<file path="src/sv/imu_window_average_magnitude_unit_macros.svh">
`ifndef IMU_WINDOW_AVERAGE_MAGNITUDE_UNIT_MACROS_SVH
`define IMU_WINDOW_AVERAGE_MAGNITUDE_UNIT_MACROS_SVH

// Property checked at every clock edge outside reset.
`define IWAM_ASSERT_CLK(name, prop, msg) \
    name: assert property (@(posedge clk) disable iff (!rst_n) prop) else $error(msg);

// Condition that must never be seen outside reset.
`define IWAM_ASSERT_NEVER(name, cond, msg) \
    name: assert property (@(posedge clk) disable iff (!rst_n) !(cond)) else $error(msg);

`endif

</file>
<file path="src/sv/iwam_pkg.sv">
`timescale 1ns / 1ps
`default_nettype none

package iwam_pkg;

    localparam int WINDOW     = 16;
    localparam int WIN_LOG2   = $clog2(WINDOW);
    localparam int WP_W       = WIN_LOG2;
    localparam int SAMPLE_W   = 16;
    localparam int SUM_W      = SAMPLE_W + WIN_LOG2;
    localparam int NCHAN      = 7;
    localparam int NMAG       = 2;
    localparam int NSQ        = 6;
    localparam int SQ_W       = 32;
    localparam int SQRT_STEPS = 16;

    localparam logic [SQ_W-1:0]     SQRT_BIT_INIT = 32'h4000_0000;
    localparam logic [SAMPLE_W-1:0] ALARM_RESET   = 16'd12544;

    localparam int CFG_ADDR_W = 2;
    localparam logic [CFG_ADDR_W-1:0] ADDR_ALARM = 2'd0;

    // Channel order inside a history entry
    localparam int CH_ACCEL_X = 0;
    localparam int CH_ACCEL_Y = 1;
    localparam int CH_ACCEL_Z = 2;
    localparam int CH_RATE_X  = 3;
    localparam int CH_RATE_Y  = 4;
    localparam int CH_RATE_Z  = 5;
    localparam int CH_TEMP    = 6;
    localparam int MAG_ACCEL  = 0;
    localparam int MAG_RATE   = 1;

    typedef struct packed {
        logic [NCHAN-1:0][SAMPLE_W-1:0] ch;
        logic [NMAG-1:0][SAMPLE_W-1:0]  mag;
    } iwam_entry_t;

endpackage

`default_nettype wire

</file>
<file path="src/sv/iwam_sample_if.sv">
`timescale 1ns / 1ps
`default_nettype none

interface iwam_sample_if;
    logic               valid;
    logic               ready;
    logic signed [15:0] accel_x;
    logic signed [15:0] accel_y;
    logic signed [15:0] accel_z;
    logic signed [15:0] rate_x;
    logic signed [15:0] rate_y;
    logic signed [15:0] rate_z;
    logic signed [15:0] temperature;

    modport source (
        output valid, accel_x, accel_y, accel_z, rate_x, rate_y, rate_z, temperature,
        input  ready
    );
    modport sink (
        input  valid, accel_x, accel_y, accel_z, rate_x, rate_y, rate_z, temperature,
        output ready
    );
endinterface

`default_nettype wire

</file>
<file path="src/sv/iwam_result_if.sv">
`timescale 1ns / 1ps
`default_nettype none

interface iwam_result_if;
    logic               valid;
    logic               ready;
    logic signed [15:0] avg_accel_x;
    logic signed [15:0] avg_accel_y;
    logic signed [15:0] avg_accel_z;
    logic signed [15:0] avg_rate_x;
    logic signed [15:0] avg_rate_y;
    logic signed [15:0] avg_rate_z;
    logic signed [15:0] avg_temperature;
    logic        [15:0] accel_magnitude;
    logic        [15:0] rate_magnitude;
    logic        [15:0] avg_accel_magnitude;
    logic        [15:0] avg_rate_magnitude;
    logic               high_accel;

    modport source (
        output valid, avg_accel_x, avg_accel_y, avg_accel_z, avg_rate_x, avg_rate_y,
               avg_rate_z, avg_temperature, accel_magnitude, rate_magnitude,
               avg_accel_magnitude, avg_rate_magnitude, high_accel,
        input  ready
    );
    modport sink (
        input  valid, avg_accel_x, avg_accel_y, avg_accel_z, avg_rate_x, avg_rate_y,
               avg_rate_z, avg_temperature, accel_magnitude, rate_magnitude,
               avg_accel_magnitude, avg_rate_magnitude, high_accel,
        output ready
    );
endinterface

`default_nettype wire

</file>
<file path="src/sv/imu_window_average_magnitude_unit.sv">
// IMU window averager with accel and rate vector magnitudes.
// sample channel (sink): one IMU sample per transfer, seven signed 16-bit channels.
// result channel (source): one result per sample: seven window means, the floor
//   square-root magnitudes of the newest accel and rate vectors, the window means
//   of those magnitudes and the high acceleration flag.
// APB port: register 0 (byte address 0) holds the 16-bit accel alarm level.
// The block takes a new sample only when idle, after the previous sample has
//   gone through six squares on one shared multiplier, two 16-step bit-serial
//   square roots on one shared root unit and one history update; the result
//   is registered by that update.
// A finished result sits in the output register; the next sample is taken and
//   worked on meanwhile, and only its final update waits while the receiver
//   stalls the previous result.
// Reset clears the write position, running sums and the valid bits of the
//   16-entry history ring, so early means include zeros; alarm level returns
//   to 12544. No clearing pass is needed.
`timescale 1ns / 1ps
`default_nettype none

`include "imu_window_average_magnitude_unit_macros.svh"

module imu_window_average_magnitude_unit
    import iwam_pkg::*;
(
    input  wire logic                  clk,
    input  wire logic                  rst_n,
    iwam_sample_if.sink                sample,
    iwam_result_if.source              result,
    input  wire logic                  psel,
    input  wire logic                  penable,
    input  wire logic                  pwrite,
    input  wire logic [CFG_ADDR_W-1:0] paddr,
    input  wire logic [31:0]           pwdata,
    output logic      [31:0]           prdata,
    output logic                       pready
);

    typedef enum logic [2:0] {
        ST_IDLE,
        ST_SQUARE,
        ST_SQRT_ACCEL,
        ST_SQRT_RATE,
        ST_UPDATE
    } state_t;

    state_t                    state_reg;
    logic [3:0]                cnt_reg;
    logic [WP_W-1:0]           wp_reg;
    logic [WP_W-1:0]           wp_next;
    logic [SAMPLE_W-1:0]       alarm_reg;
    logic signed [SAMPLE_W-1:0] smp_reg [NCHAN];

    // shared multiplier
    logic signed [SAMPLE_W-1:0]   mul_op;
    logic signed [2*SAMPLE_W-1:0] mul_full;
    logic [SQ_W-1:0]              prod_reg;
    logic [SQ_W-1:0]              acc_a_reg;
    logic [SQ_W-1:0]              acc_r_reg;

    // shared root unit
    logic [SQ_W-1:0] sq_v_reg;
    logic [SQ_W-1:0] sq_root_reg;
    logic [SQ_W-1:0] sq_bit_reg;
    logic [SQ_W-1:0] sq_trial;
    logic            sq_take;
    logic [SQ_W-1:0] sq_v_next;
    logic [SQ_W-1:0] sq_root_next;
    logic [SAMPLE_W-1:0] mag_a_reg;
    logic [SAMPLE_W-1:0] mag_r_reg;

    // history ring
    iwam_entry_t     mem [WINDOW];
    iwam_entry_t     rd_reg;
    logic            rd_vld_reg;
    logic [WINDOW-1:0] vld_reg;
    iwam_entry_t     old_entry;
    iwam_entry_t     new_entry;
    logic            wr_en;

    logic signed [SUM_W-1:0] csum_reg  [NCHAN];
    logic signed [SUM_W-1:0] csum_next [NCHAN];
    logic        [SUM_W-1:0] msum_reg  [NMAG];
    logic        [SUM_W-1:0] msum_next [NMAG];

    logic out_valid_reg;
    logic in_xfer;
    logic out_xfer;
    logic cfg_wr;

    assign sample.ready = (state_reg == ST_IDLE);
    assign in_xfer      = sample.valid && sample.ready;
    assign out_xfer     = result.valid && result.ready;
    assign result.valid = out_valid_reg;
    assign wr_en        = (state_reg == ST_UPDATE) && (!out_valid_reg || result.ready);

    assign pready = 1'b1;
    assign cfg_wr = psel && penable && pwrite && pready;
    assign prdata = (paddr == ADDR_ALARM) ? {16'b0, alarm_reg} : 32'b0;

    assign wp_next = (wp_reg == WP_W'(WINDOW - 1)) ? '0 : wp_reg + 1'b1;

    assign mul_op   = smp_reg[cnt_reg[2:0]];
    assign mul_full = mul_op * mul_op;

    always_comb
    begin
        sq_trial = sq_root_reg + sq_bit_reg;
        sq_take  = (sq_v_reg >= sq_trial);
        if (sq_take)
        begin
            sq_v_next    = sq_v_reg - sq_trial;
            sq_root_next = (sq_root_reg >> 1) + sq_bit_reg;
        end
        else
        begin
            sq_v_next    = sq_v_reg;
            sq_root_next = sq_root_reg >> 1;
        end
    end

    // Entries never written read as zero.
    assign old_entry = rd_vld_reg ? rd_reg : '0;

    always_comb
    begin
        for (int i = 0; i < NCHAN; i++)
        begin
            new_entry.ch[i] = smp_reg[i];
            csum_next[i] = csum_reg[i]
                         + {{WIN_LOG2{smp_reg[i][SAMPLE_W-1]}}, smp_reg[i]}
                         - {{WIN_LOG2{old_entry.ch[i][SAMPLE_W-1]}}, old_entry.ch[i]};
        end
        new_entry.mag[MAG_ACCEL] = mag_a_reg;
        new_entry.mag[MAG_RATE]  = mag_r_reg;
        for (int i = 0; i < NMAG; i++)
        begin
            msum_next[i] = msum_reg[i] + {{WIN_LOG2{1'b0}}, new_entry.mag[i]}
                         - {{WIN_LOG2{1'b0}}, old_entry.mag[i]};
        end
    end

    always_ff @(posedge clk)
    begin
        if (in_xfer)
            rd_reg <= mem[wp_next];
        if (wr_en)
            mem[wp_reg] <= new_entry;
    end

    always_ff @(posedge clk or negedge rst_n)
    begin
        if (!rst_n)
        begin
            state_reg     <= ST_IDLE;
            cnt_reg       <= '0;
            wp_reg        <= '0;
            alarm_reg     <= ALARM_RESET;
            vld_reg       <= '0;
            rd_vld_reg    <= 1'b0;
            out_valid_reg <= 1'b0;
            for (int i = 0; i < NCHAN; i++)
                csum_reg[i] <= '0;
            for (int i = 0; i < NMAG; i++)
                msum_reg[i] <= '0;
        end
        else
        begin
            if (cfg_wr && paddr == ADDR_ALARM)
                alarm_reg <= pwdata[SAMPLE_W-1:0];
            // a new result replacing the taken one keeps valid high
            if (out_xfer && !wr_en)
                out_valid_reg <= 1'b0;

            unique case (state_reg)
                ST_IDLE:
                begin
                    if (in_xfer)
                    begin
                        smp_reg[CH_ACCEL_X] <= sample.accel_x;
                        smp_reg[CH_ACCEL_Y] <= sample.accel_y;
                        smp_reg[CH_ACCEL_Z] <= sample.accel_z;
                        smp_reg[CH_RATE_X]  <= sample.rate_x;
                        smp_reg[CH_RATE_Y]  <= sample.rate_y;
                        smp_reg[CH_RATE_Z]  <= sample.rate_z;
                        smp_reg[CH_TEMP]    <= sample.temperature;
                        wp_reg     <= wp_next;
                        rd_vld_reg <= vld_reg[wp_next];
                        acc_a_reg  <= '0;
                        acc_r_reg  <= '0;
                        cnt_reg    <= '0;
                        state_reg  <= ST_SQUARE;
                    end
                end
                ST_SQUARE:
                begin
                    // square of axis cnt, accumulate square of axis cnt-1
                    prod_reg <= SQ_W'(unsigned'(mul_full));
                    if (cnt_reg != 4'd0)
                    begin
                        if (cnt_reg <= 4'(NSQ / 2))
                            acc_a_reg <= acc_a_reg + prod_reg;
                        else
                            acc_r_reg <= acc_r_reg + prod_reg;
                    end
                    if (cnt_reg == 4'(NSQ))
                    begin
                        sq_v_reg    <= acc_a_reg;
                        sq_root_reg <= '0;
                        sq_bit_reg  <= SQRT_BIT_INIT;
                        cnt_reg     <= '0;
                        state_reg   <= ST_SQRT_ACCEL;
                    end
                    else
                        cnt_reg <= cnt_reg + 4'd1;
                end
                ST_SQRT_ACCEL:
                begin
                    cnt_reg <= cnt_reg + 4'd1;
                    if (cnt_reg == 4'(SQRT_STEPS - 1))
                    begin
                        mag_a_reg   <= sq_root_next[SAMPLE_W-1:0];
                        sq_v_reg    <= acc_r_reg;
                        sq_root_reg <= '0;
                        sq_bit_reg  <= SQRT_BIT_INIT;
                        state_reg   <= ST_SQRT_RATE;
                    end
                    else
                    begin
                        sq_v_reg    <= sq_v_next;
                        sq_root_reg <= sq_root_next;
                        sq_bit_reg  <= sq_bit_reg >> 2;
                    end
                end
                ST_SQRT_RATE:
                begin
                    cnt_reg     <= cnt_reg + 4'd1;
                    sq_v_reg    <= sq_v_next;
                    sq_root_reg <= sq_root_next;
                    sq_bit_reg  <= sq_bit_reg >> 2;
                    if (cnt_reg == 4'(SQRT_STEPS - 1))
                    begin
                        mag_r_reg <= sq_root_next[SAMPLE_W-1:0];
                        state_reg <= ST_UPDATE;
                    end
                end
                ST_UPDATE:
                begin
                    // hold until the previous result is taken
                    if (wr_en)
                    begin
                        vld_reg[wp_reg] <= 1'b1;
                        for (int i = 0; i < NCHAN; i++)
                            csum_reg[i] <= csum_next[i];
                        for (int i = 0; i < NMAG; i++)
                            msum_reg[i] <= msum_next[i];
                        result.avg_accel_x <= csum_next[CH_ACCEL_X][WIN_LOG2 +: SAMPLE_W];
                        result.avg_accel_y <= csum_next[CH_ACCEL_Y][WIN_LOG2 +: SAMPLE_W];
                        result.avg_accel_z <= csum_next[CH_ACCEL_Z][WIN_LOG2 +: SAMPLE_W];
                        result.avg_rate_x  <= csum_next[CH_RATE_X][WIN_LOG2 +: SAMPLE_W];
                        result.avg_rate_y  <= csum_next[CH_RATE_Y][WIN_LOG2 +: SAMPLE_W];
                        result.avg_rate_z  <= csum_next[CH_RATE_Z][WIN_LOG2 +: SAMPLE_W];
                        result.avg_temperature <= csum_next[CH_TEMP][WIN_LOG2 +: SAMPLE_W];
                        result.accel_magnitude <= mag_a_reg;
                        result.rate_magnitude  <= mag_r_reg;
                        result.avg_accel_magnitude <=
                            msum_next[MAG_ACCEL][WIN_LOG2 +: SAMPLE_W];
                        result.avg_rate_magnitude <=
                            msum_next[MAG_RATE][WIN_LOG2 +: SAMPLE_W];
                        result.high_accel <= (mag_a_reg > alarm_reg);
                        out_valid_reg <= 1'b1;
                        state_reg     <= ST_IDLE;
                    end
                end
                default:
                begin
                    state_reg <= ST_IDLE;
                end
            endcase
        end
    end

    `IWAM_ASSERT_CLK(a_wp_moves_on_transfer, !in_xfer |=> $stable(wp_reg),
        "write position moved without a sample transfer")
    `IWAM_ASSERT_CLK(a_result_from_update,
        $rose(out_valid_reg) |-> $past(state_reg == ST_UPDATE),
        "result raised outside the update step")
    `IWAM_ASSERT_NEVER(a_root_bit_onehot,
        (state_reg == ST_SQRT_ACCEL || state_reg == ST_SQRT_RATE) && !$onehot0(sq_bit_reg),
        "root trial bit not one-hot")
    `IWAM_ASSERT_NEVER(a_square_count, state_reg == ST_SQUARE && cnt_reg > 4'(NSQ),
        "square step count out of range")

endmodule

`default_nettype wire
</file>
<file path="src/flat_wrapper.sv">
// flat-port wrapper written by rule: the top's interface ports become plain ports
module imu_window_average_magnitude_unit_flat import iwam_pkg::*;
  (clk, rst_n, psel, penable, pwrite, paddr, pwdata, prdata, pready, sample_valid, sample_accel_x, sample_accel_y, sample_accel_z, sample_rate_x, sample_rate_y, sample_rate_z, sample_temperature, sample_ready, result_valid, result_avg_accel_x, result_avg_accel_y, result_avg_accel_z, result_avg_rate_x, result_avg_rate_y, result_avg_rate_z, result_avg_temperature, result_accel_magnitude, result_rate_magnitude, result_avg_accel_magnitude, result_avg_rate_magnitude, result_high_accel, result_ready);
  iwam_sample_if sample_i ();
  iwam_result_if result_i ();
  input  wire logic clk;
  input  wire logic rst_n;
  input  wire logic psel;
  input  wire logic penable;
  input  wire logic pwrite;
  input  wire logic [CFG_ADDR_W-1:0] paddr;
  input  wire logic [31:0] pwdata;
  output logic      [31:0] prdata;
  output logic pready;
  input wire logic [$bits(sample_i.valid)-1:0] sample_valid;
  input wire logic [$bits(sample_i.accel_x)-1:0] sample_accel_x;
  input wire logic [$bits(sample_i.accel_y)-1:0] sample_accel_y;
  input wire logic [$bits(sample_i.accel_z)-1:0] sample_accel_z;
  input wire logic [$bits(sample_i.rate_x)-1:0] sample_rate_x;
  input wire logic [$bits(sample_i.rate_y)-1:0] sample_rate_y;
  input wire logic [$bits(sample_i.rate_z)-1:0] sample_rate_z;
  input wire logic [$bits(sample_i.temperature)-1:0] sample_temperature;
  output wire logic [$bits(sample_i.ready)-1:0] sample_ready;
  output wire logic [$bits(result_i.valid)-1:0] result_valid;
  output wire logic [$bits(result_i.avg_accel_x)-1:0] result_avg_accel_x;
  output wire logic [$bits(result_i.avg_accel_y)-1:0] result_avg_accel_y;
  output wire logic [$bits(result_i.avg_accel_z)-1:0] result_avg_accel_z;
  output wire logic [$bits(result_i.avg_rate_x)-1:0] result_avg_rate_x;
  output wire logic [$bits(result_i.avg_rate_y)-1:0] result_avg_rate_y;
  output wire logic [$bits(result_i.avg_rate_z)-1:0] result_avg_rate_z;
  output wire logic [$bits(result_i.avg_temperature)-1:0] result_avg_temperature;
  output wire logic [$bits(result_i.accel_magnitude)-1:0] result_accel_magnitude;
  output wire logic [$bits(result_i.rate_magnitude)-1:0] result_rate_magnitude;
  output wire logic [$bits(result_i.avg_accel_magnitude)-1:0] result_avg_accel_magnitude;
  output wire logic [$bits(result_i.avg_rate_magnitude)-1:0] result_avg_rate_magnitude;
  output wire logic [$bits(result_i.high_accel)-1:0] result_high_accel;
  input wire logic [$bits(result_i.ready)-1:0] result_ready;
  assign sample_i.valid = sample_valid;
  assign sample_i.accel_x = sample_accel_x;
  assign sample_i.accel_y = sample_accel_y;
  assign sample_i.accel_z = sample_accel_z;
  assign sample_i.rate_x = sample_rate_x;
  assign sample_i.rate_y = sample_rate_y;
  assign sample_i.rate_z = sample_rate_z;
  assign sample_i.temperature = sample_temperature;
  assign sample_ready = sample_i.ready;
  assign result_valid = result_i.valid;
  assign result_avg_accel_x = result_i.avg_accel_x;
  assign result_avg_accel_y = result_i.avg_accel_y;
  assign result_avg_accel_z = result_i.avg_accel_z;
  assign result_avg_rate_x = result_i.avg_rate_x;
  assign result_avg_rate_y = result_i.avg_rate_y;
  assign result_avg_rate_z = result_i.avg_rate_z;
  assign result_avg_temperature = result_i.avg_temperature;
  assign result_accel_magnitude = result_i.accel_magnitude;
  assign result_rate_magnitude = result_i.rate_magnitude;
  assign result_avg_accel_magnitude = result_i.avg_accel_magnitude;
  assign result_avg_rate_magnitude = result_i.avg_rate_magnitude;
  assign result_high_accel = result_i.high_accel;
  assign result_i.ready = result_ready;
  imu_window_average_magnitude_unit u_core (.clk(clk), .rst_n(rst_n), .sample(sample_i), .result(result_i), .psel(psel), .penable(penable), .pwrite(pwrite), .paddr(paddr), .pwdata(pwdata), .prdata(prdata), .pready(pready));
endmodule
</file>
<file path="config.mk">
export PLATFORM = sky130hd
export DESIGN_NAME = imu_window_average_magnitude_unit_flat
export DESIGN_NICKNAME = d
export VERILOG_FILES = /design/src/sv/iwam_pkg.sv /design/src/sv/iwam_sample_if.sv /design/src/sv/iwam_result_if.sv /design/src/sv/imu_window_average_magnitude_unit.sv /design/src/flat_wrapper.sv
export VERILOG_INCLUDE_DIRS = /design/src /design/src/sv
export SDC_FILE = /design/constraint.sdc
export NUM_CORES = 2
export LEC_CHECK = 0
export BUFFER_PORTS_ARGS = -buffer_cell sky130_fd_sc_hd__buf_2
export CELL_PAD_IN_SITES_DETAIL_PLACEMENT = 0
export CELL_PAD_IN_SITES_GLOBAL_PLACEMENT = 1
export CORE_AREA = 2 2 767 769
export CTS_BUF_LIST = sky130_fd_sc_hd__clkbuf_4 sky130_fd_sc_hd__clkbuf_8 sky130_fd_sc_hd__clkbuf_16
export DETAILED_ROUTE_END_ITERATION = 8
export DIE_AREA = 0 0 769 771
export PLACE_DENSITY_LB_ADDON = 0.08
export SETUP_SLACK_MARGIN = 0.02
export SYNTH_ARGS = -nofsm -noshare
export SYNTH_HDL_FRONTEND = slang
export SYNTH_SLANG_ARGS = --single-unit
</file>
<file path="constraint.sdc">
create_clock -name clk -period 15.4 [get_ports clk]
set_clock_uncertainty 0.05 [all_clocks]
set_input_delay 3.08 -clock clk [delete_from_list [all_inputs] [get_ports clk]]
set_output_delay 3.08 -clock clk [all_outputs]
set_load 0.1 [all_outputs]
</file>
==> flow_summary_export.csv <==
group,metric,value,unit
outcome,outcome,"completed",
placement,place_area,158000,um2
placement,place_inst,17100,
placement,gp_congestion,0.789,
die,die_x,769,um
critical_path,cpMostUsedCell,"fa_1",
synthesis,ys_warn_count,0,
critical_path,cpPeakStageDelay,0.87,ns
cts,insertion_delay,1.03,ns
grt,grt_pass1_vias,85200,
die,io_pins,365,
die,fp-row-count,281,
die,die_y,771,um
final_layout,fin_util,29.3,%
grt,antenna_found_initial,77,
timing,period_needed,10.46,ns
timing,slew_violations,0,
cts,clockBufferDepth,4,
grt,grt_usage,15.5,%
die,initial_utilization,25.0,%
timing,finalSetupViolCount,0,
cts,clkSlewWorstSetupHoldPaths,0.06,ns
final_layout,n_fill_cell,58300,
route,vias,78700,
cts,post-cts-setup-buffers,0,
timing,hold_viol_final,0,
critical_path,startpoint_type,"flop",
placement,portBuffers,331,
die,dieArea,593000,um2
critical_path,critPathKind,"reg2reg",
synthesis,synth_largest_area_cell,"edfxtp_1",
cts,cts_resized,0,
synthesis,synth_edf_count,2944,
timing,fmax,95.6,MHz
cts,numClockSinks,3169,
route,drtIter0Drc,5411,
route,routedWlPerCell,26.2,um
timing,slew_headroom,23.3,%
final_layout,mostFrequentLayoutCell,"edfxtp_1",
synthesis,yosys_most_used_dff,"edfxtp_1",
route,final_antenna_net_count,0,
cts,cts_hold_buf,0,
critical_path,cp_slowest_cell,"clkinv_1",
synthesis,synthArstFlopShare,7.10,%
timing,rsz0062_at_grt,"false",
synthesis,ys_ff_latch,3169,
final_layout,syn2layout_area_growth,17.6,%
placement,dp_hpwl,291,mm
synthesis,yosysTopAreaCellShare,60.6,%
synthesis,seq_area_frac_synth,64.5,%
synthesis,synthesis.area,146000,um2
final_layout,stdcell_area,171000,um2
timing,tns,0,ns
critical_path,worstSetupEndpointType,"flop",
final_layout,most-common-layout-cells,"edfxtp_1, inv_1, mux4_2",
critical_path,path_max_fanout,19,
timing,timing.final.crit_share,67.9,%
cts,cts_max_level,5,
synthesis,synthDistinctLibCells,84,
cts,cts_root_buffer,"clkbuf_16",
final_layout,largest_reg_flops,2304,
grt,grt_pass1_wl,657,mm
route,first_pass_iters,5,
synthesis,syn_area_per_cell,16.1,um2
worst_hold_path,hold_path_class,"reg2reg",
grt,grt_max_degree,92,
flow_run,cap_viol_max_count,0,
die,core-area,584000,um2
final_layout,drive_above_1_share,20.7,%
critical_path,worst_ep_arrival_time,11.08,ns
final_layout,nets,10700,
cts,tritoncts,"yes",
cts,cts_buffers,386,
route,drc_errors,0,
synthesis,syn-instance-count,9054,
route,via_per_inst,4.41,
route,wl,467,mm
final_layout,layout.cells.non_filler,17800,
synthesis,synth_area_leaders,"edfxtp_1, mux4_2, fa_1",
critical_path,crit_required,16.02,ns
timing,tightest_slew,1.14,ns
grt,grt.overflow.total,0,
-- area by class of cell --
cell class	instances	area (um2)	share of cell area (%)
Clock inverter	211	2330	1.36
Multi-Input combinational cell	4521	46800	27.3
Tap cell	7782	9740	5.68
Antenna cell	24	60.1	0.0350
Clock buffer	509	10800	6.31
Timing Repair Buffer	581	3740	2.18
Sequential cell	3169	94000	54.9
Inverter	1046	3930	2.29
-- routing by layer --
metal	global-route usage, %	up-vias	share of wire (%)
li1	-	35000	-
met1	21.3	41900	46
met2	26.5	1410	49
met3	1.84	485	3.4
met4	2.84	2	1.9
met5	0	-	0.0028
-- logic make-up (layout without fill, tap and decap cells) --
family	count (synthesis)	count (layout)	synth area share (%)
flip-flops	3169	3169	64.5
AND/OR/NAND/NOR	1519	1519	4.82
buffers and inverters	1379	2347	3.61
AO/OA/AOI/OAI	1053	1053	4.51
adder cells (fa/ha/maj)	824	824	9.13
multiplexers	758	758	11.3
XOR/XNOR	350	350	2.10
other	2	41	0.00515
-- critical path, delay by kind of cell, from the launching register on --
| kind | cells | cell delay (ns) |
|---|---|---|
| AO/OA/AOI/OAI | 11 | 2.92 |
| XOR/XNOR | 2 | 0.21 |
| adder cells (fa/ha/maj) | 7 | 3.00 |
| buffers and inverters | 6 | 1.57 |
| flip-flops | 1 | 0.78 |
| multiplexers | 1 | 0.33 |
| AND/OR/NAND/NOR | 3 | 1.17 |
-- cell usage after synthesis, types with 22 or more instances --
master and n:
edfxtp_1 2944, a21o_1 115, mux2_2 23, xor2_1 121, and2_1 194, inv_1 1038
mux2i_1 24, mux4_2 711, o21a_1 32, o21bai_1 32, ha_1 425, a21oi_1 225
nand2_1 602, xnor2_1 229, buf_1 47, dfrtp_1 222, nand3_1 74, nor2b_1 50
fa_1 399, nand2b_1 39, o21ai_0 371, a31oi_1 58, or2_2 27, nand4_1 22
or3_1 24, nor3_1 77, clkbuf_1 253, a211oi_1 41, and3_1 55, nor2_1 326
-- metrics by stage --
| stage | setup WS, ns | hold slack, ns |
|---|---|---|
| 6_report | 4.94 | 0.412 |
| 3_5_place_dp | 4.60 | 0.399 |
| 5_1_grt | 4.15 | 0.430 |
| 2_1_floorplan | 0.792 | 0.384 |
| 4_1_cts | 4.45 | 0.414 |
| 3_3_place_gp | 4.49 | 0.396 |
-- worst paths after layout --
path	from	to	slack, ns	cells after the start
max	u_core.cnt_reg[0]$_DFFE_PN0P_	u_core.prod_reg[30]$_DFFE_PP_	4.94	30
min in group asynchronous	rst_n	u_core.msum_reg[13]$_DFFE_PN0P_	1.97	1
min reg2reg	u_core.vld_reg[0]$_DFFE_PN0P_	u_core.vld_reg[0]$_DFFE_PN0P_	0.41	1
max reg2reg	u_core.cnt_reg[0]$_DFFE_PN0P_	u_core.prod_reg[30]$_DFFE_PP_	4.94	30
max in group asynchronous	rst_n	u_core.csum_reg[99]$_DFFE_PN0P_	11.20	3
min	u_core.vld_reg[0]$_DFFE_PN0P_	u_core.vld_reg[0]$_DFFE_PN0P_	0.41	1
Power is left out: the tool's default activity adds up to more than one toggle a clock period on the data nets, which glitch-free logic cannot reach.
